`config.mk`:
```
export PLATFORM = sky130hd
export DESIGN_NAME = svg_path_command_tokenizer_flat
export DESIGN_NICKNAME = d
export VERILOG_FILES = /design/src/svgt_pkg.sv /design/src/svgt_if.sv /design/src/svgt_front.sv /design/src/svgt_queue.sv /design/src/svgt_back.sv /design/src/svg_path_command_tokenizer.sv /design/src/flat_wrapper.sv
export SDC_FILE = /design/constraint.sdc
export NUM_CORES = 1
export LEC_CHECK = 0
export BUFFER_PORTS_ARGS = -buffer_cell sky130_fd_sc_hd__clkbuf_2
export CAP_MARGIN = 10
export CORE_UTILIZATION = 35
export CTS_CLUSTER_SIZE = 24
export DETAILED_ROUTE_END_ITERATION = 8
export SLEW_MARGIN = 30
export SYNTH_ARGS = -nofsm -noshare
export SYNTH_HDL_FRONTEND = slang
export SYNTH_SLANG_ARGS = --single-unit
```
`constraint.sdc`:
```
create_clock -name i_clk -period 4.8 [get_ports i_clk]
set_input_delay 0.24 -clock i_clk [delete_from_list [all_inputs] [get_ports i_clk]]
set_output_delay 0.24 -clock i_clk [all_outputs]
set_load 0.01 [all_outputs]
```
`src/svgt_pkg.sv`:
```
// Package for the SVG path command tokenizer: state and token codes,
// character constants, queue sizing and the action record type.
// No dependencies.
package svgt_pkg;

    // parser states
    localparam logic [2:0] ST_INIT   = 3'd0;
    localparam logic [2:0] ST_DELIM  = 3'd1;
    localparam logic [2:0] ST_TYPE   = 3'd2;
    localparam logic [2:0] ST_NUMBER = 3'd3;
    localparam logic [2:0] ST_NUMEND = 3'd4;
    localparam logic [2:0] ST_ERROR  = 3'd5;

    // token kinds
    localparam logic [1:0] TK_START = 2'd0;
    localparam logic [1:0] TK_DIGIT = 2'd1;
    localparam logic [1:0] TK_END   = 2'd2;
    localparam logic [1:0] TK_ERROR = 2'd3;

    // move types
    localparam logic [1:0] MT_MOVE = 2'd0;
    localparam logic [1:0] MT_ARC  = 2'd1;
    localparam logic [1:0] MT_LINE = 2'd2;

    // number start flags
    localparam logic [1:0] NS_CONT  = 2'd0;
    localparam logic [1:0] NS_FIRST = 2'd1;
    localparam logic [1:0] NS_LATER = 2'd2;

    // characters
    localparam logic [7:0] CH_M     = 8'h4D;
    localparam logic [7:0] CH_A     = 8'h41;
    localparam logic [7:0] CH_L     = 8'h4C;
    localparam logic [7:0] CH_QUOTE = 8'h22;
    localparam logic [7:0] CH_SPACE = 8'h20;
    localparam logic [7:0] CH_LF    = 8'h0A;
    localparam logic [7:0] CH_CR    = 8'h0D;
    localparam logic [7:0] CH_0     = 8'h30;
    localparam logic [7:0] CH_9     = 8'h39;

    // action queue between front and back
    localparam int QUEUE_DEPTH = 4;
    localparam int QPTR_W      = $clog2(QUEUE_DEPTH);

    // one classified character: the final token, preceded by a command end
    // when pre_end is set
    typedef struct packed {
        logic       pre_end;
        logic [1:0] kind;
        logic [1:0] move_type;
        logic [3:0] digit;
        logic [1:0] nstart;
    } t_action;

endpackage

```
`src/svgt_if.sv`:
```
// Handshake channels of the tokenizer: character input and token output.
// Depends on nothing.
interface svgt_char_if;
    logic       valid;
    logic       ready;
    logic [7:0] char_code;

    modport source (output valid, output char_code, input ready);
    modport sink   (input valid, input char_code, output ready);
endinterface

interface svgt_token_if;
    logic       valid;
    logic       ready;
    logic [1:0] token_kind;
    logic [1:0] move_type;
    logic [3:0] digit_value;
    logic [1:0] number_start;
    logic       last;

    modport source (output valid, output token_kind, output move_type,
                    output digit_value, output number_start, output last,
                    input ready);
    modport sink   (input valid, input token_kind, input move_type,
                    input digit_value, input number_start, input last,
                    output ready);
endinterface

```
`src/svgt_front.sv`:
```
// Front of the tokenizer: accepts characters, runs the parse state machine
// and pushes one action record per token-producing character. Uses svgt_pkg.
module svgt_front (
    input  logic              i_clk,
    input  logic              i_rst_n,
    input  logic              i_valid,
    input  logic [7:0]        i_char_code,
    output logic              o_ready,
    input  logic              i_queue_full,
    output logic              o_push,
    output svgt_pkg::t_action o_action
);
    import svgt_pkg::*;

    logic [2:0] r_state;
    logic [2:0] n_state;
    logic       act_vld;
    t_action    act;
    logic       accept;
    logic [7:0] digit_off;
    logic       is_digit;

    assign o_ready   = !i_queue_full;
    assign accept    = i_valid && o_ready;
    assign digit_off = i_char_code - CH_0;
    assign is_digit  = (i_char_code >= CH_0) && (i_char_code <= CH_9);

    // classify the character against the current state
    always_comb begin
        n_state = r_state;
        act_vld = 1'b0;
        act     = '0;
        if (r_state >= ST_ERROR) begin
            n_state  = ST_ERROR;
            act_vld  = 1'b1;
            act.kind = TK_ERROR;
        end else if (i_char_code == CH_SPACE) begin
            if (r_state == ST_NUMBER) begin
                n_state = ST_NUMEND;
            end
        end else if (i_char_code == CH_QUOTE) begin
            if (r_state == ST_INIT || r_state == ST_NUMBER || r_state == ST_NUMEND) begin
                n_state = ST_DELIM;
            end else begin
                n_state  = ST_ERROR;
                act_vld  = 1'b1;
                act.kind = TK_ERROR;
            end
        end else if (i_char_code == CH_LF || i_char_code == CH_CR) begin
            act_vld = 1'b1;
            if (r_state == ST_NUMBER || r_state == ST_NUMEND || r_state == ST_DELIM) begin
                n_state  = ST_INIT;
                act.kind = TK_END;
            end else begin
                n_state  = ST_ERROR;
                act.kind = TK_ERROR;
            end
        end else if (i_char_code == CH_M || i_char_code == CH_A || i_char_code == CH_L) begin
            act_vld = 1'b1;
            act.move_type = (i_char_code == CH_M) ? MT_MOVE :
                            ((i_char_code == CH_A) ? MT_ARC : MT_LINE);
            if (r_state == ST_INIT || r_state == ST_DELIM || r_state == ST_NUMEND) begin
                n_state     = ST_TYPE;
                act.kind    = TK_START;
                act.pre_end = (r_state == ST_NUMEND);
            end else begin
                n_state       = ST_ERROR;
                act.kind      = TK_ERROR;
                act.move_type = MT_MOVE;
            end
        end else if (is_digit) begin
            act_vld = 1'b1;
            if (r_state == ST_TYPE || r_state == ST_NUMEND || r_state == ST_NUMBER) begin
                n_state    = ST_NUMBER;
                act.kind   = TK_DIGIT;
                act.digit  = digit_off[3:0];
                act.nstart = (r_state == ST_TYPE) ? NS_FIRST :
                             ((r_state == ST_NUMEND) ? NS_LATER : NS_CONT);
            end else begin
                n_state  = ST_ERROR;
                act.kind = TK_ERROR;
            end
        end else begin
            n_state  = ST_ERROR;
            act_vld  = 1'b1;
            act.kind = TK_ERROR;
        end
    end

    assign o_push   = accept && act_vld;
    assign o_action = act;

    // state register, advanced on every accepted beat
    always_ff @(posedge i_clk) begin
        if (!i_rst_n) begin
            r_state <= ST_INIT;
        end else if (accept) begin
            r_state <= n_state;
        end
    end

endmodule

```
`src/svgt_queue.sv`:
```
// Short action queue between front and back of the tokenizer.
// Uses svgt_pkg for depth and record type.
module svgt_queue (
    input  logic              i_clk,
    input  logic              i_rst_n,
    input  logic              i_push,
    input  svgt_pkg::t_action i_data,
    output logic              o_full,
    input  logic              i_pop,
    output logic              o_empty,
    output svgt_pkg::t_action o_head
);
    import svgt_pkg::*;

    t_action           r_mem [QUEUE_DEPTH];
    logic [QPTR_W-1:0] r_wr_ptr;
    logic [QPTR_W-1:0] r_rd_ptr;
    logic [QPTR_W:0]   r_count;

    assign o_full  = (r_count == QUEUE_DEPTH[QPTR_W:0]);
    assign o_empty = (r_count == '0);
    assign o_head  = r_mem[r_rd_ptr];

    // storage
    always_ff @(posedge i_clk) begin
        if (i_push) begin
            r_mem[r_wr_ptr] <= i_data;
        end
    end

    // pointers and fill count
    always_ff @(posedge i_clk) begin
        if (!i_rst_n) begin
            r_wr_ptr <= '0;
            r_rd_ptr <= '0;
            r_count  <= '0;
        end else begin
            if (i_push) begin
                r_wr_ptr <= r_wr_ptr + 1'b1;
            end
            if (i_pop) begin
                r_rd_ptr <= r_rd_ptr + 1'b1;
            end
            if (i_push && !i_pop) begin
                r_count <= r_count + 1'b1;
            end else if (i_pop && !i_push) begin
                r_count <= r_count - 1'b1;
            end
        end
    end

`ifndef SYNTHESIS
    a_no_overflow: assert property (@(posedge i_clk) disable iff (!i_rst_n)
        o_full |-> !i_push) else $error("push into full action queue");
    a_no_underflow: assert property (@(posedge i_clk) disable iff (!i_rst_n)
        o_empty |-> !i_pop) else $error("pop from empty action queue");
    a_count_range: assert property (@(posedge i_clk) disable iff (!i_rst_n)
        r_count <= QUEUE_DEPTH[QPTR_W:0]) else $error("queue count out of range");
`endif

endmodule

```
`src/svgt_back.sv`:
```
// Back of the tokenizer: expands action records into one or two tokens and
// holds them in the output register. Uses svgt_pkg.
module svgt_back (
    input  logic              i_clk,
    input  logic              i_rst_n,
    input  logic              i_head_empty,
    input  svgt_pkg::t_action i_head,
    output logic              o_pop,
    output logic              o_valid,
    input  logic              i_ready,
    output logic [1:0]        o_token_kind,
    output logic [1:0]        o_move_type,
    output logic [3:0]        o_digit_value,
    output logic [1:0]        o_number_start,
    output logic              o_last
);
    import svgt_pkg::*;

    logic       r_valid;
    logic       r_phase;      // command end of a two-token record already shown
    logic [1:0] r_kind;
    logic [1:0] r_mtype;
    logic [3:0] r_digit;
    logic [1:0] r_nstart;
    logic       r_last;
    logic       load;
    logic       first_half;

    assign load       = !i_head_empty && (!r_valid || i_ready);
    assign first_half = i_head.pre_end && !r_phase;
    assign o_pop      = load && !first_half;

    // output valid and expansion phase
    always_ff @(posedge i_clk) begin
        if (!i_rst_n) begin
            r_valid <= 1'b0;
            r_phase <= 1'b0;
        end else begin
            if (load) begin
                r_valid <= 1'b1;
                r_phase <= first_half;
            end else if (i_ready) begin
                r_valid <= 1'b0;
            end
        end
    end

    // output payload
    always_ff @(posedge i_clk) begin
        if (load) begin
            if (first_half) begin
                r_kind   <= TK_END;
                r_mtype  <= MT_MOVE;
                r_digit  <= '0;
                r_nstart <= NS_CONT;
                r_last   <= 1'b0;
            end else begin
                r_kind   <= i_head.kind;
                r_mtype  <= i_head.move_type;
                r_digit  <= i_head.digit;
                r_nstart <= i_head.nstart;
                r_last   <= 1'b1;
            end
        end
    end

    assign o_valid        = r_valid;
    assign o_token_kind   = r_kind;
    assign o_move_type    = r_mtype;
    assign o_digit_value  = r_digit;
    assign o_number_start = r_nstart;
    assign o_last         = r_last;

`ifndef SYNTHESIS
    a_phase_head: assert property (@(posedge i_clk) disable iff (!i_rst_n)
        r_phase |-> (!i_head_empty && i_head.pre_end))
        else $error("second half pending without its record");
    a_phase_shown: assert property (@(posedge i_clk) disable iff (!i_rst_n)
        r_phase |-> (r_valid && !r_last && r_kind == TK_END))
        else $error("expansion phase without command end on output");
    a_pop_last: assert property (@(posedge i_clk) disable iff (!i_rst_n)
        o_pop |=> (r_valid && r_last)) else $error("pop without final token");
`endif

endmodule

```
`src/svg_path_command_tokenizer.sv`:
```
// Channel    | Dir | Beat payload
// i_char     | in  | char_code[7:0]
// o_token    | out | token_kind, move_type, digit_value, number_start, last
//
// One character is accepted per cycle while the action queue has room.
// A token passes the action queue, then the output register. A letter that
// closes a command yields two tokens, a command end and then its start, so
// the output port sets the sustained rate when such letters are frequent.
// Synchronous active-low reset returns the parser to awaiting a command.
// A stalled output fills the four-entry queue, then i_char.ready drops.
//
// Top level of the tokenizer: front, action queue and back.
// Uses svgt_pkg, svgt_if, svgt_front, svgt_queue and svgt_back.
module svg_path_command_tokenizer (
    input  logic       i_clk,
    input  logic       i_rst_n,
    svgt_char_if.sink    i_char,
    svgt_token_if.source o_token
);
    import svgt_pkg::*;

    logic    push;
    logic    pop;
    logic    q_full;
    logic    q_empty;
    t_action push_data;
    t_action head;

    // classification and parse state
    svgt_front u_front (
        .i_clk        (i_clk),
        .i_rst_n      (i_rst_n),
        .i_valid      (i_char.valid),
        .i_char_code  (i_char.char_code),
        .o_ready      (i_char.ready),
        .i_queue_full (q_full),
        .o_push       (push),
        .o_action     (push_data)
    );

    // decoupling queue
    svgt_queue u_queue (
        .i_clk   (i_clk),
        .i_rst_n (i_rst_n),
        .i_push  (push),
        .i_data  (push_data),
        .o_full  (q_full),
        .i_pop   (pop),
        .o_empty (q_empty),
        .o_head  (head)
    );

    // token expansion and output register
    svgt_back u_back (
        .i_clk          (i_clk),
        .i_rst_n        (i_rst_n),
        .i_head_empty   (q_empty),
        .i_head         (head),
        .o_pop          (pop),
        .o_valid        (o_token.valid),
        .i_ready        (o_token.ready),
        .o_token_kind   (o_token.token_kind),
        .o_move_type    (o_token.move_type),
        .o_digit_value  (o_token.digit_value),
        .o_number_start (o_token.number_start),
        .o_last         (o_token.last)
    );

endmodule
```
`src/flat_wrapper.sv`:
```
// flat-port wrapper written by rule: the top's interface ports become plain ports
module svg_path_command_tokenizer_flat import svgt_pkg::*;
  (i_clk, i_rst_n, i_char_valid, i_char_char_code, i_char_ready, o_token_valid, o_token_token_kind, o_token_move_type, o_token_digit_value, o_token_number_start, o_token_last, o_token_ready);
  svgt_char_if i_char_i ();
  svgt_token_if o_token_i ();
  input  logic i_clk;
  input  logic i_rst_n;
  input wire logic [$bits(i_char_i.valid)-1:0] i_char_valid;
  input wire logic [$bits(i_char_i.char_code)-1:0] i_char_char_code;
  output wire logic [$bits(i_char_i.ready)-1:0] i_char_ready;
  output wire logic [$bits(o_token_i.valid)-1:0] o_token_valid;
  output wire logic [$bits(o_token_i.token_kind)-1:0] o_token_token_kind;
  output wire logic [$bits(o_token_i.move_type)-1:0] o_token_move_type;
  output wire logic [$bits(o_token_i.digit_value)-1:0] o_token_digit_value;
  output wire logic [$bits(o_token_i.number_start)-1:0] o_token_number_start;
  output wire logic [$bits(o_token_i.last)-1:0] o_token_last;
  input wire logic [$bits(o_token_i.ready)-1:0] o_token_ready;
  assign i_char_i.valid = i_char_valid;
  assign i_char_i.char_code = i_char_char_code;
  assign i_char_ready = i_char_i.ready;
  assign o_token_valid = o_token_i.valid;
  assign o_token_token_kind = o_token_i.token_kind;
  assign o_token_move_type = o_token_i.move_type;
  assign o_token_digit_value = o_token_i.digit_value;
  assign o_token_number_start = o_token_i.number_start;
  assign o_token_last = o_token_i.last;
  assign o_token_i.ready = o_token_ready;
  svg_path_command_tokenizer u_core (.i_clk(i_clk), .i_rst_n(i_rst_n), .i_char(i_char_i), .o_token(o_token_i));
endmodule
```
* After elaboration in Yosys (flattened, before gate mapping)
Memory sizes are Yosys's and may differ from the RTL's. A register that Yosys moved wholly into a read port is not among the register bits.
Cells that the tools add are included.
W data, S select, Z words.
** Cells by class
- Order comparisons :: 3
- $mul :: 0
- Shifts and indexed selects :: 0
- Reductions and logical operators :: 32
- Equality and inequality tests :: 13
- $add $sub $neg :: 5
- Div/mod/pow operators :: 0
- Bitwise gates (word level) :: 0
- Mux-type cells :: 51
** Operators with widths (number)
- $mux W3 :: 13
- $mux W2 :: 16
- $eq A8 B7 Y1 const B :: 3
- $mux W8 :: 3
- $mux W6 :: 3
- $eq A8 B4 Y1 const B :: 2
- $eq A8 B6 Y1 const B :: 2
- $mux W1 :: 15
- $logic_or A1 B1 Y1 :: 12
- $mux W11 :: 1
- $ge A8 B6 Y1 const B :: 1
- $le A8 B6 Y1 const B :: 1
- $logic_and A1 B1 Y1 :: 8
- $logic_not A1 Y1 :: 7
- $eq A3 B2 Y1 const B :: 2
- $eq A3 B3 Y1 const B :: 2
- $logic_not A3 Y1 :: 2
- $add A2 B1 Y2 const B :: 2
- $reduce_bool A2 Y1 :: 2
- $sub A4 B1 Y4 const B :: 1
- $add A3 B1 Y3 const B :: 1
- $eq A3 B1 Y1 const B :: 1
- $ge A3 B3 Y1 const B :: 1
- $ne A3 B2 Y1 const B :: 1
- other kinds (2) :: 2
** Storage, ports and cells
- Flip-flop bits (word level) :: 23
- Bits of input ports :: 12
- Latch bits :: 0
- RAM bits :: 44
- Memory bits (read-only) :: 0
- Memories :: 1
- Output and inout port bits :: 13
- Word-level logic and storage cells :: 116
** Memory list
- u_core.u_queue.r_mem :: words 4, bits a word 11, rd ports 1, clocked after memory_dff 1, write ports 1, RTL line svgt_queue.sv:15 : t_action r_mem [QUEUE_DEPTH];

* Logic depth before layout (Yosys ltp)
- Depth after elaboration :: 12
- Depth in mapped cells :: 10
- Depth with buffers taken out :: 9

* Hierarchy
Synthesis repeated with hierarchy kept, for this count alone.
** Unflattened totals
- Cell total of the unflattened synthesis :: 211
- Area, all modules :: 3081.7 µm²
** Modules (own cells, without submodules)
- svgt_queue :: area an instance 2034.5 µm², sequential area each 1501.4 µm², instances 1, cells each 100
- svgt_front :: area an instance 543.0 µm², sequential area each 60.1 µm², instances 1, cells each 78
- svgt_back :: area an instance 504.2 µm², sequential area each 370.4 µm², instances 1, cells each 33

* Least setup slack after synthesis
No wires, ideal clock.
- Path kind :: register -> register
- Start :: reg u_core.u_queue.r_count[0]
- End :: reg u_core.u_queue.r_count[2]
- Path slack :: 2.377 ns
- Period minus slack after synthesis :: 2.423 ns
- Library setup time :: 0.070 ns
- Required time :: 4.730 ns
- Arrival :: 2.353 ns
- Buffers on the path :: 0
- Cell stages (with the launch flop) :: 10
- Path through :: dfxtp_1 -> nor3_1 -> a21oi_1 -> nand2_1 -> ha_1 -> inv_1 -> fa_1 -> xor2_1 -> or3_1 -> a21oi_1
** On the way
- Word-level cells in the longest chain between the ends :: 7
- Elaborated cells on any way between the ends :: 17
- Those cells by class :: add/sub: 2; eq/ne: 1; mux: 2; reduce/logical: 12
** RTL lines
- start, declared :: RTL line svgt_queue.sv:18 : logic [QPTR_W:0] r_count;
- start signal, assigned :: RTL line svgt_queue.sv:45 : r_count <= r_count + 1'b1;
- start signal, assigned :: RTL line svgt_queue.sv:47 : r_count <= r_count - 1'b1;
- $logic_not A3 Y1 (*) :: RTL line svgt_queue.sv:21 : assign o_empty = (r_count == '0);
- $logic_not A1 Y1 (*) :: RTL line svgt_back.sv:29 : assign load = !i_head_empty && (!r_valid || i_ready);
- $logic_and A1 B1 Y1 (*) :: RTL line svgt_back.sv:29
- via u_core.u_back.load :: RTL line svgt_back.sv:26 : logic load;
- $logic_and A1 B1 Y1 (*) :: RTL line svgt_back.sv:31 : assign o_pop = load && !first_half;
- $logic_not A1 Y1 :: RTL line svgt_queue.sv:44 : if (i_push && !i_pop) begin
- $logic_and A1 B1 Y1 :: RTL line svgt_queue.sv:44
- $mux W3 / $reduce_bool A2 Y1 (equally long branches)
Mark *: on every way through the listed nets, which the timed path passes. The rest lies on a longest branch. The select of a mux whose other input is x is not followed.
A chain may end at the register's enable or synchronous reset.

==> results.yml <==
outcome:
  status: "complete, no violations"
finish:
  final_cell_mix: "55 x edfxtp_1, 24 x clkbuf_2, 14 x nor2_1, 14 x dfxtp_1, 13 x and2_1"
  drive_gt1_share_pct: 26.2
  antennaDiodeCount: 0
  mostFrequentLayoutCell: "edfxtp_1"
  area_delta_synth_final_pct: 12.8
  fin_nets: 258
  postLayoutCoreUtil_pct: 41.3
timing:
  fin_ws_ns: 1.89
  fin_hold_ws_ns: 0.146
  max_slew_margin_pct: 50.6
  period_needed_ns: 2.91
  max_freq_mhz: 344
  grt_setup_unrepaired: "false"
  slew_viol_final: 0
  hold_violations: 0
  worstMarginPinSlew_ns: 0.734
  period_share_pct: 60.5
  finalSetupTns_ns: 0
  finalSetupViolCount: 0
  skew_ns: 0.00996
drt:
  drc: 0
  viasPerCell: 5.14
  wl_mm: 5.35
  drtAntennaViolNets: 0
  firstDrtPassIters: 4
  wire_per_inst_um: 15.3
  vias: 1795
  drtIter0Drc: 52
cts:
  ctsResizeCount: 0
  cts.sinks: 69
  insertion_delay_ns: 0.34
  cts_tree: "built"
  cts_hold_buffers: 0
  clkSlewWorstSetupHoldPaths_ns: 0.07
  root_buffer: "clkbuf_8"
  postCtsSetupRepairBufs: 0
  clk_path_buf_depth: 2
  cts.htree.levels: 3
  numCtsBuffers: 9
logic_synthesis:
  ys_ff_latch: 69
  synth_compound_area_share_pct: 6.80
  syn_area_um2: 3050
  synth_edf_count: 55
  synth-xor-area-share_pct: 1.43
  synth_area_leaders: "edfxtp_1 54%, dfxtp_1 9.2%, mux4_2 8.1%, and2_1 2.7%, ha_1 2.0%"
  yosys_warnings: 0
  synthAdderAreaFrac_pct: 2.70
  yosys.area.top_type_share_pct: 54.1
  synth-simple-area-share_pct: 14.0
  yosysUniqueCellTypes: 48
  async_flop_share_pct: 0
  ys.flop_type: "edfxtp_1"
  synth_top_family_by_area: "simple AND/OR/NAND/NOR gates"
  synth-seq-area-share_pct: 63.3
  syn-mean-instance-area_um2: 14.4
  netlist_instances: 212
  syn_nets: 230
  synthMuxAreaShare_pct: 9.14
  yosysTopAreaCell: "edfxtp_1"
power:
  p_per_area_nw_per_um2: 496
  finalPower_mw: 1.71
  vdd_drop_max_uv: 161
  p_leak_nw: 1.20
critical_path:
  worstPathRequired_ns: 5.07
  crit_path_frequent_cell: "nand2_1"
  path_buf_inv: 1
  worst-path-max-fanout: 12
  crit_chain: "mux4_2, nand2_1, nand2_1, ha_1, inv_1, fa_1, xor2_1, or3_1, a21oi_1"
  rr_endpoint: "u_core.u_queue.r_count[2]$_SDFFE_PN0P_"
  worst_setup_path_end_kind: "flop"
  start_kind: "flop"
  crit_slowest_cell: "dfxtp_1"
  crit_family: "flip-flops"
  r2r_cells: 9
  cp_slowest_stage_delay_ns: 0.78
  cp.arrival_ns: 3.17
  r2r_slack_ns: 1.89
  criticalPathCategory: "flop to flop"
hold_path:
  worstHoldEndpoint: "u_core.u_front.r_state[2]$_SDFFE_PN0P_"
  hold_path_startpoint: "i_rst_n"
  hp-class: "primary input to flop"
  hold_path_depth: 3
floorplanning:
  core_um2: 8340
  num_rows: 33
  dieHeight_um: 95.4
  die_w_um: 95.4
  dieArea_um2: 9100
  io-pin-count: 25
  start_util_pct: 36.6
global_route:
  grt_usage_pct: 12.9
  grt_pass1_wl_mm: 8.51
  grt_pass1_vias: 1697
  grt_overflow_total: 0
  antenna_found_initial: 0
  grt_max_degree: 16
placed_design:
  gp_congestion: 0.877
  port_buffers: 24
  place_hpwl_mm: 3.74
  dp_worst_setup_slack_ns: 1.86
flow_run:
  drv_cap: 0
worst max-delay path by stage:
stage | startpoint | depth (start not counted) | endpoint
after floorplan | u_core.u_queue.r_count[0]$_SDFFE_PN0P_ | 9 | u_core.u_queue.r_count[2]$_SDFFE_PN0P_
after global placement | flop | 9 | u_core.u_queue.r_count[2]$_SDFFE_PN0P_
after detailed placement | flop | 9 | u_core.u_queue.r_count[2]$_SDFFE_PN0P_
after CTS | flop | 9 | u_core.u_queue.r_count[2]$_SDFFE_PN0P_
after global routing | flop | 9 | u_core.u_queue.r_count[2]$_SDFFE_PN0P_
final | flop | 9 | u_core.u_queue.r_count[2]$_SDFFE_PN0P_
metrics by stage:
stage / area [um^2] / std cells
4_1_cts: 3440 / 349
6_report: 3440 / 349
3_3_place_gp: 3260 / 334
2_1_floorplan: 3050 / 212
5_1_grt: 3440 / 349
3_5_place_dp: 3260 / 334
power by group:
group	switching (mW)	internal, mW	total, mW
Clock	0.204	0.231	0.435
Combinational	0.218	0.200	0.418
Sequential	0.0733	0.782	0.855
per-layer routing:
layer | share of wire, % | track usage (%)
met2 | 46 | 19.7
met1 | 47 | 17.1
met5 | 0 | 0
met4 | 2.5 | 7.96
met3 | 4.4 | 2.39
logic make-up (layout without fill, tap and decap cells):
group                      after synthesis  in the layout
DFF                                     69             69
and+or+nand+nor                         72             72
xor gates and xnor gates                 5              5
AOI/OAI and AO/OA                       29             29
adders and majority gates                6              6
muxes                                   14             14
buffers and inverters                   17             49
state kept, by name, indices dropped and copies added (netlist names), named ones only:
register and cells:
u_core.u_queue.r_count 3, u_core.u_front.r_state 3, u_core.u_back.o_digit_value 4, u_core.u_back.o_token_kind 2
u_core.u_back.o_number_start 2, u_core.u_back.o_valid 1, u_core.u_queue.r_wr_ptr 2, u_core.u_back.r_phase 1
u_core.u_back.o_last 1, u_core.u_queue.r_mem 44, u_core.u_back.o_move_type 2, u_core.u_queue.r_rd_ptr 2
synth_stat cells, drive strengths merged (2+ instances only):
master,number
clkbuf,4
nor2,14
a31oi,2
a211oi,3
xor2,4
nand3,3
o21ai,7
a21oi,7
or3b,3
nor4,4
and2,17
or2,3
nand2,10
or4b,2
buf,4
ha,5
mux2i,2
or3,2
edfxtp,55
nor3,7
dfxtp,14
inv,9
mux4,11
tightest hold or removal path: cells and delay by family:
family	cells	cell delay [ns]
compound gates	2	0.11
buf+inv	1	0.08
final cells by class:
class | count | area (um^2)
multi-input cells | 126 | 1040
repair buffers | 25 | 128
fillers | 783 | 4900
inverters | 9 | 33.8
well taps | 105 | 131
clock buffers | 9 | 124
flip-flops and latches | 69 | 1930
clock inverters | 6 | 55.1
Power figures use the tool's default switching activity.
